$ cat config.mk
export PLATFORM = sky130hd
export DESIGN_NAME = cubic_spline_coefficient_fit
export DESIGN_NICKNAME = d
export VERILOG_FILES = /design/src/design/csf_pkg.sv /design/src/design/csf_front.sv /design/src/design/csf_queue.sv /design/src/design/csf_back.sv /design/src/design/cubic_spline_coefficient_fit.sv
export SDC_FILE = /design/constraint.sdc
export NUM_CORES = 2
export LEC_CHECK = 0
export ABC_CLOCK_PERIOD_IN_PS = 17800
export CELL_PAD_IN_SITES_DETAIL_PLACEMENT = 0
export CELL_PAD_IN_SITES_GLOBAL_PLACEMENT = 2
export CORE_AREA = 10 10 425 530
export CTS_CLUSTER_DIAMETER = 60
export DETAILED_ROUTE_END_ITERATION = 12
export DIE_AREA = 0 0 435 540
export DONT_BUFFER_PORTS = 1
export PLACE_DENSITY_LB_ADDON = 0.1
export SLEW_MARGIN = 0
export SYNTH_ARGS = -nofsm -noshare
export SYNTH_HDL_FRONTEND = slang
export SYNTH_HIERARCHICAL = 1
export SYNTH_SLANG_ARGS = --single-unit
$ cat constraint.sdc
create_clock -name clk -period 17.8 [get_ports clk]
set_input_delay 1.78 -clock clk [delete_from_list [all_inputs] [get_ports clk]]
set_output_delay 1.78 -clock clk [all_outputs]
set_load 0.01 [all_outputs]
$ cat src/design/csf_pkg.sv
// Shared types and constants for the cubic spline coefficient fitter.
package csf_pkg;

  // Run length limit and derived counter width
  localparam int MAX_SHIFTS = 16;
  localparam int CNT_W      = $clog2(MAX_SHIFTS + 1);

  // Field widths
  localparam int SAMPLE_W = 16;
  localparam int INV_W    = 16;
  localparam int COEF_W   = 32;
  localparam int SEG_W    = 4;

  // Doubled coefficients before scaling fit comfortably in 22 signed bits
  localparam int X2_W   = 22;
  localparam int PROD_W = X2_W + INV_W + 1;
  localparam int FRAC_W = 16;

  // Clamp level 2.0 in Q3.12 and reset value 1.0 in Q1.15
  localparam logic signed [SAMPLE_W-1:0] SAMPLE_CAP = 16'sd8192;
  localparam logic [INV_W-1:0]           INV_RESET  = 16'h8000;

  // Job queue geometry
  localparam int QDEPTH = 4;
  localparam int QPTR_W = $clog2(QDEPTH);
  localparam int QCNT_W = $clog2(QDEPTH + 1);

  // Configuration register indexes
  typedef enum logic [1:0] {
    CFG_INV_STRIDE      = 2'd0,
    CFG_INV_STRIDE_SQ   = 2'd1,
    CFG_INV_STRIDE_CUBE = 2'd2
  } cfg_idx_t;

  typedef logic signed [X2_W-1:0] x2_t;

  // One segment awaiting scaling: coefficients held at twice their value
  typedef struct packed {
    x2_t                         a2;
    x2_t                         b2;
    x2_t                         c2;
    logic signed [SAMPLE_W-1:0]  d;
    logic [SEG_W-1:0]            seg;
    logic                        last;
    logic                        err;
  } job_t;

  // Up to two jobs handed over by the front end in one cycle
  typedef struct packed {
    logic push0;
    logic push1;
    job_t job0;
    job_t job1;
  } push_t;

endpackage

$ cat src/design/csf_front.sv
// Front end: sample window, run tracking and segment classification.
module csf_front (
  input  logic                                  clk,
  input  logic                                  rst,
  input  logic                                  take,
  input  logic signed [csf_pkg::SAMPLE_W-1:0]   sample,
  input  logic                                  last_of_bin,
  output csf_pkg::push_t                        push
);

  logic signed [csf_pkg::SAMPLE_W-1:0] w0, w1, w2;
  logic signed [csf_pkg::SAMPLE_W-1:0] w0_next, w1_next, w2_next;
  logic [csf_pkg::CNT_W-1:0]           count, count_next;
  logic                                overflowed, overflowed_next;

  logic signed [csf_pkg::SAMPLE_W-1:0] s_c;
  csf_pkg::x2_t                        y0, y1, y2, ys, m_a, m_b;
  csf_pkg::job_t                       err_job, lin_job, quad_job, cub_job, fin_job;
  csf_pkg::push_t                      push_raw;
  logic                                ov, run_end;

  // Clamp the incoming word at 2.0
  always_comb begin
    s_c = (sample > csf_pkg::SAMPLE_CAP) ? csf_pkg::SAMPLE_CAP : sample;
  end

  // Form every candidate segment from the window and the new word
  always_comb begin
    y0  = csf_pkg::X2_W'(w0);
    y1  = csf_pkg::X2_W'(w1);
    y2  = csf_pkg::X2_W'(w2);
    ys  = csf_pkg::X2_W'(s_c);
    m_a = y2 - y0;
    m_b = ys - y1;

    err_job      = '0;
    err_job.last = 1'b1;
    err_job.err  = 1'b1;

    // Two-sample run: one linear segment
    lin_job      = '0;
    lin_job.c2   = (ys - y2) <<< 1;
    lin_job.d    = w2;
    lin_job.last = 1'b1;

    // First segment: quadratic with one-sided slope
    quad_job     = '0;
    quad_job.b2  = (y1 <<< 1) - (y2 <<< 1) + m_b;
    quad_job.c2  = -(y1 <<< 2) + (y2 <<< 2) - m_b;
    quad_job.d   = w1;

    // Middle segment: cubic Hermite, central-difference slopes
    cub_job      = '0;
    cub_job.a2   = (y1 <<< 2) - (y2 <<< 2) + m_a + m_b;
    cub_job.b2   = -((y1 <<< 2) + (y1 <<< 1)) + ((y2 <<< 2) + (y2 <<< 1))
                   - (m_a <<< 1) - m_b;
    cub_job.c2   = m_a;
    cub_job.d    = w1;
    cub_job.seg  = csf_pkg::SEG_W'(count - csf_pkg::CNT_W'(2));

    // Closing segment: quadratic
    fin_job      = '0;
    fin_job.b2   = -(y2 <<< 1) + (ys <<< 1) - m_b;
    fin_job.c2   = m_b;
    fin_job.d    = w2;
    fin_job.seg  = csf_pkg::SEG_W'(count - csf_pkg::CNT_W'(1));
    fin_job.last = 1'b1;
  end

  // Classify the word and choose the jobs and the next run state
  always_comb begin
    push_raw        = '0;
    run_end         = 1'b0;
    overflowed_next = overflowed;
    ov = overflowed || (count >= csf_pkg::CNT_W'(csf_pkg::MAX_SHIFTS));

    if (ov) begin
      overflowed_next = 1'b1;
      if (last_of_bin) begin
        push_raw.push0 = 1'b1;
        push_raw.job0  = err_job;
        run_end        = 1'b1;
      end
    end else if (count == '0) begin
      if (last_of_bin) begin
        push_raw.push0 = 1'b1;
        push_raw.job0  = err_job;
        run_end        = 1'b1;
      end
    end else if (count == csf_pkg::CNT_W'(1)) begin
      if (last_of_bin) begin
        push_raw.push0 = 1'b1;
        push_raw.job0  = lin_job;
        run_end        = 1'b1;
      end
    end else begin
      push_raw.push0 = 1'b1;
      push_raw.job0  = (count == csf_pkg::CNT_W'(2)) ? quad_job : cub_job;
      if (last_of_bin) begin
        push_raw.push1 = 1'b1;
        push_raw.job1  = fin_job;
        run_end        = 1'b1;
      end
    end

    if (run_end) begin
      w0_next         = '0;
      w1_next         = '0;
      w2_next         = '0;
      count_next      = '0;
      overflowed_next = 1'b0;
    end else if (ov) begin
      w0_next    = w0;
      w1_next    = w1;
      w2_next    = w2;
      count_next = count;
    end else begin
      w0_next    = w1;
      w1_next    = w2;
      w2_next    = s_c;
      count_next = count + csf_pkg::CNT_W'(1);
    end
  end

  // Hand jobs over only for an accepted word
  always_comb begin
    push       = push_raw;
    push.push0 = push_raw.push0 & take;
    push.push1 = push_raw.push1 & take;
  end

  // Advance the run state on each accepted word
  always_ff @(posedge clk) begin
    if (rst) begin
      w0         <= '0;
      w1         <= '0;
      w2         <= '0;
      count      <= '0;
      overflowed <= 1'b0;
    end else if (take) begin
      w0         <= w0_next;
      w1         <= w1_next;
      w2         <= w2_next;
      count      <= count_next;
      overflowed <= overflowed_next;
    end
  end

  // A closing word always leaves an empty run behind
  a_run_clears: assert property (@(posedge clk) disable iff (rst)
    take && last_of_bin |=> count == '0 && !overflowed)
    else $error("run state not cleared after closing word");

  // The count never passes the run limit
  a_count_cap: assert property (@(posedge clk) disable iff (rst)
    count <= csf_pkg::CNT_W'(csf_pkg::MAX_SHIFTS))
    else $error("sample count beyond limit");

endmodule

$ cat src/design/csf_queue.sv
// Short job queue between front and back: two writes, one read per cycle.
module csf_queue (
  input  logic           clk,
  input  logic           rst,
  input  csf_pkg::push_t push,
  input  logic           pop,
  output logic           space,
  output logic           nonempty,
  output csf_pkg::job_t  head
);

  csf_pkg::job_t              mem [csf_pkg::QDEPTH];
  logic [csf_pkg::QPTR_W-1:0] wptr, rptr;
  logic [csf_pkg::QCNT_W-1:0] count;

  // Room for two jobs regardless of this cycle's read
  assign space    = count <= csf_pkg::QCNT_W'(csf_pkg::QDEPTH - 2);
  assign nonempty = count != '0;
  assign head     = mem[rptr];

  // Store incoming jobs
  always_ff @(posedge clk) begin
    if (push.push0) begin
      mem[wptr] <= push.job0;
    end
    if (push.push1) begin
      mem[wptr + csf_pkg::QPTR_W'(1)] <= push.job1;
    end
  end

  // Advance pointers and occupancy
  always_ff @(posedge clk) begin
    if (rst) begin
      wptr  <= '0;
      rptr  <= '0;
      count <= '0;
    end else begin
      wptr  <= wptr + csf_pkg::QPTR_W'(push.push0) + csf_pkg::QPTR_W'(push.push1);
      rptr  <= rptr + csf_pkg::QPTR_W'(pop);
      count <= count + csf_pkg::QCNT_W'(push.push0) + csf_pkg::QCNT_W'(push.push1)
               - csf_pkg::QCNT_W'(pop);
    end
  end

  a_no_overfill: assert property (@(posedge clk) disable iff (rst)
    count <= csf_pkg::QCNT_W'(csf_pkg::QDEPTH))
    else $error("job queue overfilled");

  a_push_order: assert property (@(posedge clk) disable iff (rst)
    push.push1 |-> push.push0)
    else $error("second job pushed without first");

  a_no_underflow: assert property (@(posedge clk) disable iff (rst)
    pop |-> nonempty)
    else $error("pop from empty job queue");

endmodule

$ cat src/design/csf_back.sv
// Back end: stride scaling, rounding and the output register.
module csf_back (
  input  logic                                 clk,
  input  logic                                 rst,
  input  logic                                 cfg_valid,
  input  logic [1:0]                           cfg_index,
  input  logic [csf_pkg::INV_W-1:0]            cfg_data,
  input  logic                                 nonempty,
  input  csf_pkg::job_t                        head,
  output logic                                 pop,
  output logic                                 out_valid,
  input  logic                                 out_ready,
  output logic signed [csf_pkg::COEF_W-1:0]    coef_cubic,
  output logic signed [csf_pkg::COEF_W-1:0]    coef_square,
  output logic signed [csf_pkg::COEF_W-1:0]    coef_linear,
  output logic signed [csf_pkg::COEF_W-1:0]    coef_const,
  output logic [csf_pkg::SEG_W-1:0]            segment,
  output logic                                 last_of_run,
  output logic                                 error
);

  logic [csf_pkg::INV_W-1:0] inv_stride, inv_stride_sq, inv_stride_cube;
  logic                      advance;

  // Multiply by the reciprocal, round half up, drop the 16 fraction bits.
  // Inputs stay within 22 bits, so the result never reaches the 32-bit limits.
  function automatic logic signed [csf_pkg::COEF_W-1:0] scale(
    input csf_pkg::x2_t              x,
    input logic [csf_pkg::INV_W-1:0] inv
  );
    logic signed [csf_pkg::PROD_W-1:0] prod;
    logic signed [csf_pkg::PROD_W-1:0] rnd;
    prod  = csf_pkg::PROD_W'(x) * csf_pkg::PROD_W'($signed({1'b0, inv}));
    rnd   = prod + csf_pkg::PROD_W'(1 <<< (csf_pkg::FRAC_W - 1));
    scale = csf_pkg::COEF_W'($signed(rnd[csf_pkg::PROD_W-1:csf_pkg::FRAC_W]));
  endfunction

  // Hold the stride reciprocals
  always_ff @(posedge clk) begin
    if (rst) begin
      inv_stride      <= csf_pkg::INV_RESET;
      inv_stride_sq   <= csf_pkg::INV_RESET;
      inv_stride_cube <= csf_pkg::INV_RESET;
    end else if (cfg_valid) begin
      case (cfg_index)
        csf_pkg::CFG_INV_STRIDE:      inv_stride      <= cfg_data;
        csf_pkg::CFG_INV_STRIDE_SQ:   inv_stride_sq   <= cfg_data;
        csf_pkg::CFG_INV_STRIDE_CUBE: inv_stride_cube <= cfg_data;
        default: ;
      endcase
    end
  end

  // Take the next job whenever the output register is free or drains
  assign advance = !out_valid || out_ready;
  assign pop     = advance && nonempty;

  always_ff @(posedge clk) begin
    if (rst) begin
      out_valid <= 1'b0;
    end else if (advance) begin
      out_valid <= nonempty;
    end
  end

  // Load the scaled word
  always_ff @(posedge clk) begin
    if (pop) begin
      coef_cubic  <= scale(head.a2, inv_stride_cube);
      coef_square <= scale(head.b2, inv_stride_sq);
      coef_linear <= scale(head.c2, inv_stride);
      coef_const  <= csf_pkg::COEF_W'(head.d);
      segment     <= head.seg;
      last_of_run <= head.last;
      error       <= head.err;
    end
  end

  a_err_zero: assert property (@(posedge clk) disable iff (rst)
    out_valid && error |-> coef_cubic == '0 && coef_square == '0 &&
                           coef_linear == '0 && coef_const == '0 && last_of_run)
    else $error("error word carries coefficients");

endmodule

$ cat src/design/cubic_spline_coefficient_fit.sv
// Top level of the cubic spline coefficient fitter.
// A job from an accepted word is written into the job queue, then loaded into the output register.
// The front end takes one sample word per cycle while the job queue has room; a closing
// word with two segments yields two output words, as the back end takes one job at a time.
// Reset clears the run window, job queue and output valid, and sets strides to 1.0.
module cubic_spline_coefficient_fit (
  input  logic                                 clk,
  input  logic                                 rst,
  input  logic                                 in_valid,
  output logic                                 in_ready,
  input  logic signed [csf_pkg::SAMPLE_W-1:0]  sample,
  input  logic                                 last_of_bin,
  output logic                                 out_valid,
  input  logic                                 out_ready,
  output logic signed [csf_pkg::COEF_W-1:0]    coef_cubic,
  output logic signed [csf_pkg::COEF_W-1:0]    coef_square,
  output logic signed [csf_pkg::COEF_W-1:0]    coef_linear,
  output logic signed [csf_pkg::COEF_W-1:0]    coef_const,
  output logic [csf_pkg::SEG_W-1:0]            segment,
  output logic                                 last_of_run,
  output logic                                 error,
  input  logic                                 cfg_valid,
  output logic                                 cfg_ready,
  input  logic [1:0]                           cfg_index,
  input  logic [csf_pkg::INV_W-1:0]            cfg_data
);

  csf_pkg::push_t push;
  csf_pkg::job_t  head;
  logic           space, nonempty, pop, take;

  assign in_ready  = space;
  assign cfg_ready = 1'b1;
  assign take      = in_valid && space;

  csf_front u_front (
    .clk         (clk),
    .rst         (rst),
    .take        (take),
    .sample      (sample),
    .last_of_bin (last_of_bin),
    .push        (push)
  );

  csf_queue u_queue (
    .clk      (clk),
    .rst      (rst),
    .push     (push),
    .pop      (pop),
    .space    (space),
    .nonempty (nonempty),
    .head     (head)
  );

  csf_back u_back (
    .clk         (clk),
    .rst         (rst),
    .cfg_valid   (cfg_valid),
    .cfg_index   (cfg_index),
    .cfg_data    (cfg_data),
    .nonempty    (nonempty),
    .head        (head),
    .pop         (pop),
    .out_valid   (out_valid),
    .out_ready   (out_ready),
    .coef_cubic  (coef_cubic),
    .coef_square (coef_square),
    .coef_linear (coef_linear),
    .coef_const  (coef_const),
    .segment     (segment),
    .last_of_run (last_of_run),
    .error       (error)
  );

endmodule
# After elaboration in Yosys (flattened, before gate mapping)
# Memory sizes are Yosys's and may differ from the RTL's. A register that Yosys moved wholly into a read port is not among the register bits.
# Cells that the tools add are included.
[totals]
register_bits = 201
ramBits = 352
output_inout_bits = 137
elab_cells = 113
mem_count = 1
[mem_list]
columns = ["name", "words", "width", "rd", "rd_ports_with_merged_regs", "write_ports", "line_no", "text"]
rows = [
  ["u_queue.mem", 4, 88, 1, 1, 2, "csf_queue.sv:12", "csf_pkg::job_t mem [csf_pkg::QDEPTH];"],
]
[op_classes]
add_sub_neg = 33
n_mul = 3
order_cmp = 3
n_eq_ne = 5
muxes = 33
bitwise = 2
n_reduce_logical = 14
[op_table]
columns = ["operator", "count"]
rows = [
  ["$mux 88", 4],
  ["$mux 66", 4],
  ["$add 39x17->39 const B", 3],
  ["$mul 22x17->39", 3],
  ["$mux 16", 7],
  ["$add 22x22->22", 4],
  ["$sub 22x22->22", 4],
  ["$sub 16x16->17", 3],
  ["$mux 44", 1],
  ["$add 18x17->19", 2],
  ["$add 22x17->22", 1],
  ["$add 22x18->22", 1],
  ["$neg 17->22", 1],
  ["$neg 18->22", 1],
  ["$neg 22->22", 1],
  ["$sub 18x18->19", 1],
  ["$sub 17x17->18", 1],
  ["$gt 16x15->1 const B", 1],
  ["$mux 1", 13],
  ["$mux 5", 2],
  ["$reduce_and 2->1", 5],
  ["$add 2x1->2", 3],
  ["$add 3x1->3", 2],
  ["$add 5x1->5 const B", 1],
  ["20 further kinds", 24],
]

# Depth between registers and ports, before layout
[logic_depth]
ltp_word = 9
mapped_depth = 32

# By module
# The synthesis kept the hierarchy.
[modules_own_cells]
columns = ["module", "n_inst", "cells_each", "area_each_um2", "seq_area_each_um2"]
rows = [
  ["csf_back", 1, 4709, 43691.9, 3713.6],
  ["csf_queue", 1, 892, 17245.3, 10710.3],
  ["csf_front", 1, 1739, 13755.7, 1081.0],
  ["cubic_spline_coefficient_fit", 1, 3, 17.5, 0.0],
]

# Worst setup path before layout
# OpenSTA, ideal clock, no wires.
[synth_timing]
path_type = "input to register"
startpoint = "in out_ready"
endpoint = "reg u_queue/count[1] in the netlist's numbering"
t_arrival_ns = 10.408
slack_ns = 7.279
path_stages = 7
cell_sequence = "inv_1 -> a21boi_0 -> ha_1 -> inv_1 -> fa_1 -> fa_1 -> nor2b_1"
[synth_between]
elab_chain_len = 3
[synth_rtl]
columns = ["element", "line_no", "text"]
rows = [
  ["start: declaration", "cubic_spline_coefficient_fit.sv:14", "input logic out_ready,"],
  ["$logic_or 1x1->1", "csf_back.sv:55", "assign advance = !out_valid || out_ready;"],
  ["$logic_and 1x1->1", "csf_back.sv:56", "assign pop = advance && nonempty;"],
  ["named net pop", "cubic_spline_coefficient_fit.sv:30", "logic space, nonempty, pop, take;"],
  ["$sub 3x1->3", "csf_queue.sv:41", "- csf_pkg::QCNT_W'(pop);"],
  ["end signal: assignment", "csf_queue.sv:40", "count <= count + csf_pkg::QCNT_W'(push.push0) + csf_pkg::QCNT_W'(push.push1)"],
  ["end: declaration", "csf_queue.sv:14", "logic [csf_pkg::QCNT_W-1:0] count;"],
]
# The timed path passes the listed nets, and every way through them passes these cells.
# A chain may end at the register's enable or synchronous reset.

==> flow_summary_export.csv <==
group,metric,value,unit
yosys,yosys.area_share.adder,40.12,%
detailed_routing,drcViolationCount,0,
sta,period_minus_slack,8917,ps
detailed_routing,antenna_left,0,
yosys,synth_area,0.07471,mm^2
global_routing,grtUsageTotal,19.46,%
critical_path,regToRegSetupSlack,8980,ps
cts,clkSlewWorstSetupHoldPaths,60,ps
global_routing,grt_max_degree,61,
power,p_leak,37.25,nW
place,dp_hpwl,176700,um
die,ios,177,
yosys,ys.flop_type,"edfxtp_1",
yosys,synth-seq-cells,553,
critical_path,end_kind,"flop",
cells_and_area,syn_to_final_growth,7.272,%
cells_and_area,stdcell_area,0.08014,mm^2
detailed_routing,viasPerCell,4.870,
detailed_routing,drt_wl_total,227300,um
critical_path,criticalPathCategory,"primary input to flop",
sta,worstMarginPinSlew,1299,ps
cts,cts_buffers,81,
sta,rsz0062_at_grt,"false",
die,core,0.2142,mm^2
die,rows,190,
place,place_ws,8246,ps
yosys,yosys_warnings,6,
yosys,ys_types,101,
sta,hold_viol_final,0,
cts,clk_latency,700,ps
critical_path,startpoint_type,"primary input",
run,maxCapViolations,0,
critical_path,crit_slowest_cell,"fa_1",
yosys,synth_compound_area_share,5.974,%
global_routing,antenna_found_initial,11,
critical_path,crit_family,"compound AO/OA/AOI/OAI gates",
place,dpl_cell_area,0.07737,mm^2
global_routing,grt_pass1_wl,350200,um
cells_and_area,nets,8894,
yosys,synth-edff-count,443,
sta,finalWorstSetupSlack,8883,ps
yosys,yosys.area_share.simple,11.82,%
yosys,synth_xor_area_share,2.579,%
sta,fin_skew,48.38,ps
yosys,yosysSeqAreaShare,20.75,%
critical_path,crit_fanout,23,
cts,clock-sinks,553,
sta,slew_headroom,12.87,%
worst_hold_path,min_path_type,"flop to flop",
cells_and_area,drive_above_1_share,9.898,%
sta,slew_violations,0,
die,start_util,34.88,%
die,design.die.area,0.2349,mm^2
global_routing,grt_pass1_vias,54809,
detailed_routing,wl_per_cell,22.45,um
yosys,synthTopCellsByCount,"1658 x inv_1, 1179 x fa_1, 647 x nand2_1",
critical_path,worst-path-buf-inv,3,
detailed_routing,drt_iter0_drc,2188,
critical_path,cp.arrival,9360,ps
yosys,synth.area.top_cells,"fa_1 32%, edfxtp_1 18%, ha_1 8.5%",
yosys,synthMuxAreaShare,8.067,%
cts,cts-hold-fix-buffers,0,
cts,cts_max_level,3,
die,die_w,435,um
die,fp.dieH,540,um
cts,post_cts_buffers,0,
critical_path,cp_num_cells,27,
yosys,yosysMostFrequentCell,"inv_1",
power,irDropWorstVdd,0.0001119,V
critical_path,worstPathRequired,18240,ps
cts,cts_root_buffer,"clkbuf_16",
yosys,synth_top_family_by_area,"adder cells",
cts,post_cts_resized,0,
sta,period_share,50.09,%
place,portBuffers,0,
yosys,synth_top_area_share,31.59,%
critical_path,reg2regPathDepth,22,
yosys,syn-instance-count,7343,
sta,setup_viol,0,
worst_hold_path,min_from,"u_back/inv_stride_sq[5]$_SDFFE_PP0P_",
detailed_routing,first_pass_iters,5,
power,power.density,148.4,mW/mm^2
cells_and_area,post-route-util,37.42,%
detailed_routing,vias,49307,
yosys,async_reset_ff_share,0,%
cts,cts_max_path_buffers,3,
critical_path,slowest_delay,500,ps
critical_path,r2r_start,"u_queue/rptr[0]$_SDFF_PP0_",
worst_hold_path,whs_path_depth,2,
yosys,synth_top_area_cell,"fa_1",
cts,cts_tree,"done",
place,routabilityCongestion,0.8956,
status,status,"completed",
sta,max_freq,0.1121,GHz
sta,final.setup.tns,0,ps
yosys,synth_area_per_cell,10.17,um^2
critical_path,crit_start,"sample[15]",
global_routing,gr-total-overflow,0,
==> cell usage in the layout (no fill, tap or decap), drive strengths merged, types with 21 or more instances in the layout <==
cell    instances
nor3           38
a22o           47
nor2b          39
a21o           69
buf            78
a21oi         219
clkbuf         97
dfxtp         110
ha            509
a211oi         23
mux2          353
clkinv         24
and2          627
o21a           34
nand2         647
nand4          21
fa           1179
conb           24
mux4           88
o22ai          25
xor2           59
nor2          214
nand2b         32
inv          1685
nand3          41
o21bai         24
o21ai          88
and3           23
edfxtp        443
xnor2         155
==> final cells by class <==
cell class | count | area (um^2)
Inverter | 1663 | 6245
Multi-Input combinational cell | 4789 | 51410
Fill cell | 21780 | 134100
Clock buffer | 97 | 2191
Sequential cell | 553 | 15510
Clock inverter | 54 | 559.3
Antenna cell | 11 | 27.53
Tap cell | 2880 | 3603
Timing Repair Buffer | 78 | 598.1
==> registers in the layout (all words and copies together), names as in the netlist <==
register	cells
u_back/coef_const	16
u_back/coef_cubic	23
u_back/coef_linear	23
u_back/coef_square	23
u_back/error	1
u_back/inv_stride	16
u_back/inv_stride_cube	16
u_back/inv_stride_sq	16
u_back/last_of_run	1
u_back/out_valid	1
u_back/segment	4
u_front/count	5
u_front/overflowed	1
u_front/w0	16
u_front/w1	16
u_front/w2	16
u_queue/count	3
u_queue/mem	352
u_queue/rptr	2
u_queue/wptr	2
==> power breakdown <==
part	switching [mW]	total (mW)	internal, mW
Clock	0.711	1.67	0.962
Sequential	0.219	2.10	1.88
Combinational	4.87	8.12	3.25
Total	5.80	11.9	6.10
==> layer usage <==
layer  GRT usage, %  vias up  part of all wire (%)  routed length, um
met5              0        -                     0                  0
met4          5.471        0                   3.1               6946
met3          2.007      246                   2.9               6580
met2          35.85      661                    52             118300
met1          23.95    25816                    42              95530
li1               -    22584                     -                  -
==> logic make-up after synthesis <==
family / after synthesis
compound gates: 665
simple gates: 1750
xor+xnor: 214
flops: 553
other cells: 2
mux: 448
buf+inv: 2023
fa+ha+maj: 1688
==> path summary, 6_finish.rpt <==
path,to
max,u_queue/mem[0][64]$_DFFE_PP_
min,u_back/inv_stride_sq[5]$_SDFFE_PP0P_
max reg2reg,u_back/coef_cubic[19]$_DFFE_PP_
min reg2reg,u_back/inv_stride_sq[5]$_SDFFE_PP0P_
==> worst reg2reg max path, delay by kind of cell (launching register included) <==
kind	cells	cell delay, ps
adders and majority gates	7	3330
AOI/OAI and AO/OA	6	2070
buffers and inverters	5	1020
muxes	1	890
DFF	1	810
and+or+nand+nor	2	380
xor gates and xnor gates	1	70
==> metrics by stage <==
stage | hold WS [ps] | total power, mW | cells
2_1_floorplan | 441.3 | 8.095 | 7365
3_3_place_gp | 442.2 | 10.42 | 9963
3_5_place_dp | 448.5 | 10.41 | 9963
4_1_cts | 456.5 | 12.18 | 10114
5_1_grt | 478.1 | 13.18 | 10121
6_report | 455.6 | 11.90 | 10125
(Power assumes the default switching activity.)
